--- src/hdl/ohlcv_candle_aggregator_assert.svh ---
// Assertion macros for the candle aggregator; only ohca_ctrl uses them.
// Each use expects signals clk and rst_n in the enclosing module.
`ifndef OHLCV_CANDLE_AGGREGATOR_ASSERT_SVH
`define OHLCV_CANDLE_AGGREGATOR_ASSERT_SVH

// Same-cycle implication
`define OHCA_ASSERT_NOW(name, ante, cons) \
    name: assert property (@(posedge clk) disable iff (!rst_n) (ante) |-> (cons)) \
        else $error("candle aggregator check failed");

// Next-cycle implication
`define OHCA_ASSERT_NEXT(name, ante, cons) \
    name: assert property (@(posedge clk) disable iff (!rst_n) (ante) |=> (cons)) \
        else $error("candle aggregator check failed");

`endif

--- src/hdl/ohca_pkg.sv ---
// Shared constants, divider operation codes and control structs of the
// candle aggregator. No dependencies.
package ohca_pkg;

    localparam int TIME_BITS_DEF  = 48;
    localparam int PRICE_BITS_DEF = 32;
    localparam int VOL_BITS       = 48;
    localparam int CNT_BITS       = 32;
    localparam int SUM_BITS       = 64;
    localparam int DIV_BITS       = 64;
    localparam logic [CNT_BITS-1:0] WIDTH_RESET = 32'd60;

    // Divider operations
    typedef enum logic [1:0] {
        DOP_ALIGN,
        DOP_GAP,
        DOP_AVG,
        DOP_WAVG
    } div_op_t;

    // Commands from controller to datapath
    typedef struct packed {
        logic    capture;
        logic    div_start;
        div_op_t div_op;
        logic    latch;
        logic    emit;
        logic    open;
        logic    acc;
        logic    clear;
    } ohca_cmd_t;

    // Status from datapath to controller
    typedef struct packed {
        logic started;
        logic flush;
        logic close_needed;
        logic div_done;
        logic out_free;
    } ohca_sts_t;

endpackage

--- src/hdl/ohca_ctrl.sv ---
// Sequencing state machine of the candle aggregator.
// Uses ohca_pkg and the assertion macros header.
`include "ohlcv_candle_aggregator_assert.svh"

module ohca_ctrl (
    input  logic                clk,
    input  logic                rst_n,
    input  logic                in_valid,
    output logic                in_stall,
    input  ohca_pkg::ohca_sts_t sts,
    output ohca_pkg::ohca_cmd_t cmd
);
    typedef enum logic [2:0] {
        S_IDLE,
        S_MUL,
        S_DSTART,
        S_DWAIT,
        S_EMIT,
        S_OPEN,
        S_ACC
    } state_t;

    state_t            state_reg, state_next;
    ohca_pkg::div_op_t op_reg, op_next;
    logic              accepting;

    assign accepting = (state_reg == S_IDLE) || (state_reg == S_ACC);
    assign in_stall  = !accepting;

    // Next state and commands
    always_comb
    begin
        state_next    = state_reg;
        op_next       = op_reg;
        cmd           = '0;
        cmd.div_op    = op_reg;
        cmd.capture   = accepting && in_valid;
        unique case (state_reg)
            S_IDLE:
            begin
                if (in_valid)
                    state_next = S_MUL;
            end
            S_MUL:
            begin
                if (sts.flush)
                begin
                    if (sts.started)
                    begin
                        op_next    = ohca_pkg::DOP_AVG;
                        state_next = S_DSTART;
                    end
                    else
                    begin
                        cmd.clear  = 1'b1;
                        state_next = S_IDLE;
                    end
                end
                else if (!sts.started)
                begin
                    op_next    = ohca_pkg::DOP_ALIGN;
                    state_next = S_DSTART;
                end
                else if (sts.close_needed)
                begin
                    op_next    = ohca_pkg::DOP_AVG;
                    state_next = S_DSTART;
                end
                else
                    state_next = S_ACC;
            end
            S_DSTART:
            begin
                cmd.div_start = 1'b1;
                state_next    = S_DWAIT;
            end
            S_DWAIT:
            begin
                if (sts.div_done)
                begin
                    cmd.latch = 1'b1;
                    unique case (op_reg)
                        ohca_pkg::DOP_AVG:
                        begin
                            op_next    = ohca_pkg::DOP_WAVG;
                            state_next = S_DSTART;
                        end
                        ohca_pkg::DOP_WAVG:
                            state_next = S_EMIT;
                        default:
                            state_next = S_OPEN;
                    endcase
                end
            end
            S_EMIT:
            begin
                if (sts.out_free)
                begin
                    cmd.emit = 1'b1;
                    if (sts.flush)
                    begin
                        cmd.clear  = 1'b1;
                        state_next = S_IDLE;
                    end
                    else
                    begin
                        op_next    = ohca_pkg::DOP_GAP;
                        state_next = S_DSTART;
                    end
                end
            end
            S_OPEN:
            begin
                cmd.open   = 1'b1;
                state_next = S_ACC;
            end
            S_ACC:
            begin
                cmd.acc    = 1'b1;
                state_next = in_valid ? S_MUL : S_IDLE;
            end
            default:
                state_next = S_IDLE;
        endcase
    end

    // Hold state and operation
    always_ff @(posedge clk or negedge rst_n)
    begin
        if (!rst_n)
        begin
            state_reg <= S_IDLE;
            op_reg    <= ohca_pkg::DOP_ALIGN;
        end
        else
        begin
            state_reg <= state_next;
            op_reg    <= op_next;
        end
    end

    `OHCA_ASSERT_NEXT(a_accept_to_mul, cmd.capture, state_reg == S_MUL)
    `OHCA_ASSERT_NOW(a_emit_when_free, cmd.emit, sts.out_free)
    `OHCA_ASSERT_NEXT(a_div_runs, cmd.div_start, state_reg == S_DWAIT && !sts.div_done)
endmodule

--- config.mk ---
export PLATFORM = sky130hd
export DESIGN_NAME = ohca_ctrl
export DESIGN_NICKNAME = d
export VERILOG_FILES = /design/src/hdl/ohca_pkg.sv /design/src/hdl/ohca_ctrl.sv
export VERILOG_INCLUDE_DIRS = /design/src /design/src/hdl
export SDC_FILE = /design/constraint.sdc
export NUM_CORES = 1
export LEC_CHECK = 0
export ABC_AREA = 1
export BUFFER_PORTS_ARGS = -buffer_cell sky130_fd_sc_hd__buf_2
export CORE_AREA = 2 2 39 41
export DETAILED_ROUTE_END_ITERATION = 10
export DIE_AREA = 0 0 41 43
export GPL_ROUTABILITY_DRIVEN = 1
export SLEW_MARGIN = 10
export SYNTH_ARGS = -nofsm -noshare
export SYNTH_HDL_FRONTEND = slang
export SYNTH_SLANG_ARGS = --single-unit
--- constraint.sdc ---
create_clock -name clk -period 2.3 [get_ports clk]
set_input_delay 0.23 -clock clk [delete_from_list [all_inputs] [get_ports clk]]
set_output_delay 0.23 -clock clk [all_outputs]
set_load 0.02 [all_outputs]
==> results of run 1 <==
[per-stage QoR]
stage	hold WS, ns	total power [W]	cells
after floorplan	-0.06559	0.0005648	89
after global placement	0.04835	0.0006804	120
after detailed placement	0.04871	0.0006778	120
after CTS	0.3230	0.0007858	125
after global routing	0.3410	0.0008660	125
final	0.3347	0.0007753	125
[cell type report]
class	instances	area, sq um
Fill cell	165	779.5
Inverter	17	63.81
Timing Repair Buffer	18	95.09
Multi-Input combinational cell	65	274.0
Clock buffer	4	26.28
Tap cell	16	20.02
Sequential cell	5	125.1
[logic make-up after synthesis]
kind of cell | Yosys count
DFF | 5
buffers and inverters | 19
and+or+nand+nor | 55
AOI/OAI and AO/OA | 10
[power groups by stage]
stage / Clock [W] / Sequential (W) / Combinational [W]
global route: 0.000111 / 0.000196 / 0.000559
detailed placement: 0 / 0.000185 / 0.000492
global placement: 0 / 0.000185 / 0.000495
CTS: 0.000103 / 0.000185 / 0.000498
floorplan: 0 / 0.000173 / 0.000392
finish: 0.0000986 / 0.000185 / 0.000492
[placed cells by master, fill, tap and decap left out]
cell,n
a21oi_1,4
buf_2,17
clkbuf_1,1
clkbuf_4,3
dfrtp_1,5
dlygate4sd3_1,1
inv_1,16
inv_2,1
nand2_1,29
nand3_1,10
nor2_1,14
nor2_2,2
o21ai_0,5
o21ai_1,1
[layer usage]
layer | GRT usage | vias to the layer above
met5 | 0 | -
met4 | 0.06000 | 0
met3 | 0.06283 | 0
met2 | 0.2156 | 12
met1 | 0.2092 | 248
li1 | - | 312
[synthesized netlist by cell type]
cell,count,share of area
inv_2,1,0.0078
nand3_1,10,0.10
nor2_2,2,0.026
a21oi_1,4,0.042
nor2_1,14,0.11
o21ai_0,5,0.052
nand2_1,29,0.23
buf_6,1,0.023
inv_1,16,0.13
buf_2,1,0.010
dfrtp_1,5,0.26
o21ai_1,1,0.010
[worst min path at each step]
stage                     startpoint           end  cells past startpoint
after floorplan                rst_n     op_reg[0]                      0
after global placement         rst_n     op_reg[1]                      1
after detailed placement       rst_n     op_reg[0]                      1
after CTS                      rst_n  state_reg[2]                      2
after global routing           rst_n  state_reg[0]                      2
final                          rst_n  state_reg[2]                      2
[repair_timing]
item | 4_1_cts | 5_1_grt
hold buffers | 1 | 0
setup buffers | 0 | 0
hold endpoints to repair | 5 | 0
==> metrics.yaml, run 1 <==
hold_viol: 0
synth-simple-area-share: 0.4674
layout-drive-gt1-share: 0.2110
largest_register_ffs: 3
rsz0062_at_grt: "false"
crit_slowest_cell: "dfrtp_1"
arrival_ns: 1.42
postSynthCellCount: 89
vias: 572
drc_errors: 0
areaGrowthSynthToFinish_pct: 26.11
p_sw_w: 0.0004161
cts_buffer_depth: 2
cts.sinks: 5
synth_top_family_by_area: "simple AND/OR/NAND/NOR gates"
via_per_inst: 4.576
io_pins: 18
num_rows: 14
fin_area_sq_um: 604.3
antenna_found_initial: 0
crit_required_ns: 2.07
setup_ws_ns: 0.6547
dp_hpwl_microns: 937.1
grt_pass1_vias: 455
power.share.clock: 0.127
crit_fanout: 7
wl_met2_microns: 522
p_per_area_nw_per_um2: 1283
post-place-ws_ns: 0.9103
place_area_sq_um: 568.0
grt_first_pass_wirelength_microns: 1828
fp.dieH_microns: 43
synth_cell_types: 12
path_clk_slew_ns: 0.04
seqPwrFrac: 0.238
critical_path.top_delay_family: "simple AND/OR/NAND/NOR gates"
dieArea_sq_um: 1763
crit_end: "cmd[0]"
synth_warnings: 0
ys_seq_area_frac: 0.2611
status: "completed"
dr_wl_met3_microns: 59
synth_nets: 97
gp_congestion: 0.8780
antenna-diode-count: 0
cpPeakStageDelay_ns: 0.44
dr.pass1.iters: 4
cp.depth: 6
synth_compound_area_frac: 0.1044
leakagePower_nw: 0.4043
hold_path.class: "in2async"
path_cells: "nor2_2 -> nand2_1 -> nand2_1 -> nand2_1 -> a21oi_1 -> buf_2"
nets: 118
cts_tree: "done"
met1Wirelength_microns: 542
r2r-end: "state_reg[1]"
synth_xor_xnor_area_share: 0
worstReg2RegStart: "state_reg[2]"
crit_start: "state_reg[1]"
irDropWorstVdd_uv: 765.6
netlist_area_sq_um: 479.2
root_buffer: "clkbuf_4"
tightestPinTransition_ns: 0.2792
drtIter0Drc: 10
post_cts_resized: 0
cp-start-kind: "flip-flop"
coreArea_sq_um: 1384
slew_headroom: 0.8138
switching_share: 0.5367
start_util: 0.3463
synthAdderAreaFrac: 0
grtUsageTotal: 0.1554
highest_layer: "met3"
finalMaxSlewViolations: 0
die_w_microns: 41
endpoint_kind: "output pin"
cts_inserted_buffers: 3
setup_viol: 0
syn_avg_cell_area_sq_um: 5.384
wire_per_inst_microns: 8.984
internal_power_w: 0.0003592
max_freq_mhz: 607.8
port-buffer-count: 17
fin_crit_sh: 0.7153
maxCapViolations: 0
r2r_setup_slack_ns: 1.00
timing.final.crit_period_ns: 1.645
r2r_cells: 7
finalClockSkew_ns: 0.004644
antenna_left: 0
critPathBufInv: 1
final_util: 0.4367
htreeDepth: 1
fin_setup_tns_ns: 0
grt_max_degree: 9
cpMostUsedCell: "nand2_1"
wl_microns: 1123
path_class: "reg2out"
synthMuxAreaShare: 0
clock_latency_ns: 0.24
pwr-share-comb: 0.634
ys_ff_latch: 5
grt_overflow: 0
No activity file was read; power rests on OpenSTA's default activity.
==> inputs of run 2 (changes only) <==
clock period = 1.5 ns   (was 2.3 ns; I/O delays follow)
==> run 2 against run 1 <==
Non-clock buffer count grew 4. Largest power group unchanged. Worst setup slack got worse by 0.64 ns. Highest routed layer unchanged. Final cell count is 3.2% higher. Via count grew 3.7%.
==> metrics.yaml, run 2 (synthesized netlist as in run 1, its figures left out) <==
r2r_setup_slack_ns: 0.15  # -0.85 ns
start_util: 0.3463  # unchanged
hold_viol: 0  # unchanged
crit_required_ns: 1.35  # -0.72 ns
crit_slowest_cell: "dfrtp_2"
crit_start: "state_reg[1]"
tightestPinTransition_ns: 0.2074  # -0.07187 ns
max_freq_mhz: 674.4
slew_headroom: 0.8603  # +0.04645
clock_latency_ns: 0.24  # about the same
r2r_cells: 9  # +2
rsz0062_at_grt: "true"
wl_microns: 1252  # +11%
antenna_left: 0  # unchanged
cpMostUsedCell: "nand2_1"
via_per_inst: 4.597  # +0.46%
die_w_microns: 41  # unchanged
layout_common_cells: "nand2_1 (28), inv_1 (16), buf_2 (15)"
setup_viol: 0  # unchanged
path_clk_slew_ns: 0.04  # about the same
grt_overflow: 0  # unchanged
endpoint_kind: "output pin"
antenna_found_initial: 0  # unchanged
maxCapViolations: 0  # unchanged
cts_buffer_depth: 2  # unchanged
grt_max_degree: 9  # unchanged
place_area_sq_um: 573.1  # +0.88%
dr.pass1.iters: 4  # unchanged
cts.sinks: 5  # unchanged
cts_tree: "done"
fin_setup_tns_ns: 0  # unchanged
irDropWorstVdd_uv: 1224  # +60%
drtIter0Drc: 15  # +5
wire_per_inst_microns: 9.705  # +8.0%
hold_path.class: "in2async"
areaGrowthSynthToFinish_pct: 39.43
drc_errors: 0  # unchanged
largest_register_ffs: 3  # unchanged
coreArea_sq_um: 1384  # unchanged
fp.dieH_microns: 43  # unchanged
cts_inserted_buffers: 3  # unchanged
cpPeakStageDelay_ns: 0.45  # about the same
htreeDepth: 1  # unchanged
leakagePower_nw: 0.4251  # +5.1%
status: "completed"
timing.final.crit_period_ns: 1.483
gp_congestion: 0.8600  # -2.1%
grtUsageTotal: 0.1645  # +0.009082
r2r-end: "op_reg[1]"
fin_crit_sh: 0.9885
cp-start-kind: "flip-flop"
antenna-diode-count: 0  # unchanged
dp_hpwl_microns: 948.8  # +1.2%
vias: 593  # +3.7%
path_cells: "nor2_4 -> nand2_2 -> nand2_1 -> nand2_1 -> a21oi_1 -> buf_4"
dieArea_sq_um: 1763  # unchanged
grt_pass1_vias: 527  # +16%
worstReg2RegStart: "state_reg[0]"
crit_end: "cmd[0]"
layout-drive-gt1-share: 0.3186  # +0.1076
nets: 122  # +3.4%
io_pins: 18  # unchanged
finalClockSkew_ns: 0.005572  # +0.0009275 ns
arrival_ns: 1.33  # -0.09 ns
root_buffer: "clkbuf_4"
finalMaxSlewViolations: 0  # unchanged
fin_area_sq_um: 668.1  # +11%
num_rows: 14  # unchanged
port-buffer-count: 17  # unchanged
grt_first_pass_wirelength_microns: 1980  # +8.3%
final_common_cell: "nand2_1"
path_class: "reg2out"
crit_fanout: 6  # -1
p_per_area_nw_per_um2: 2007  # +56%
==> run 2: cell types whose count changed in the layout (fill, tap and decap cells not counted), sizes merged <==
cell	previous run	this run
buf	17	21
==> run 2: metal layers <==
metal | part of all wire | track usage | vias to the layer above
li1 | - | - | 319
met1 | 0.47 | 0.2124 | 264
met2 | 0.50 | 0.2500 | 10
met3 | 0.035 | 0.04712 | 0
met4 | 0 | 0.06000 | 0
met5 | 0 | 0 | -
==> run 2: worst max-delay path, delay by kind of cell (launching register included) <==
family                 cells  cell delay, ns
AO/OA/AOI/OAI              1            0.11
flip-flops                 1            0.45
AND/OR/NAND/NOR            4            0.38
buffers and inverters      1            0.15
==> run 2: cell type report <==
cell class / count / area [sq um]
Timing Repair Buffer: 22 / 130.1
Sequential cell: 5 / 128.9
Inverter: 17 / 63.81
Tap cell: 16 / 20.02
Multi-Input combinational cell: 65 / 299.0
Clock buffer: 4 / 26.28
Fill cell: 177 / 715.7
==> run 2: worst min path at each step <==
stage,start,to,cells past startpoint
4_1_cts,sts[1],state_reg[1],4
5_1_grt,rst_n,state_reg[2],2
3_3_place_gp,rst_n,state_reg[2],1
6_report,rst_n,state_reg[0],2
2_1_floorplan,rst_n,op_reg[0],0
3_5_place_dp,rst_n,op_reg[1],1
==> run 2: report_power, final <==
part	internal, W	switching, W	total, W	leakage, nW
logic	0.000331	0.000559	0.000890	0.351
clock network	0.000100	0.0000513	0.000152	0.0150
registers	0.000203	0.0000964	0.000299	0.0590
total	0.000634	0.000707	0.00134	0.425
==> run 2: timing repair <==
item,CTS,global route
cloned,0,0
buffers inserted,2,2
pin swaps,1,3
hold buffers,1,0
resized for setup,5,5
setup endpoints to repair,2,3
hold endpoints to repair,5,0
==> run 2: through the flow <==
| stage | utilization | cells | setup WS (ns) | hold WS, ns | total power, W |
|---|---|---|---|---|---|
| floorplan | - | 89 | 0.1171 | -0.1456 | 0.0008744 |
| global placement | 0.4141 | 120 | 0.2055 | -0.03202 | 0.001049 |
| detailed placement | 0.4141 | 120 | 0.1917 | -0.03096 | 0.001052 |
| CTS | 0.4593 | 127 | 0.01322 | 0.2434 | 0.001260 |
| global route | 0.4828 | 129 | -0.05030 | 0.2616 | 0.001484 |
| finish | 0.4828 | 129 | 0.01729 | 0.2458 | 0.001341 |
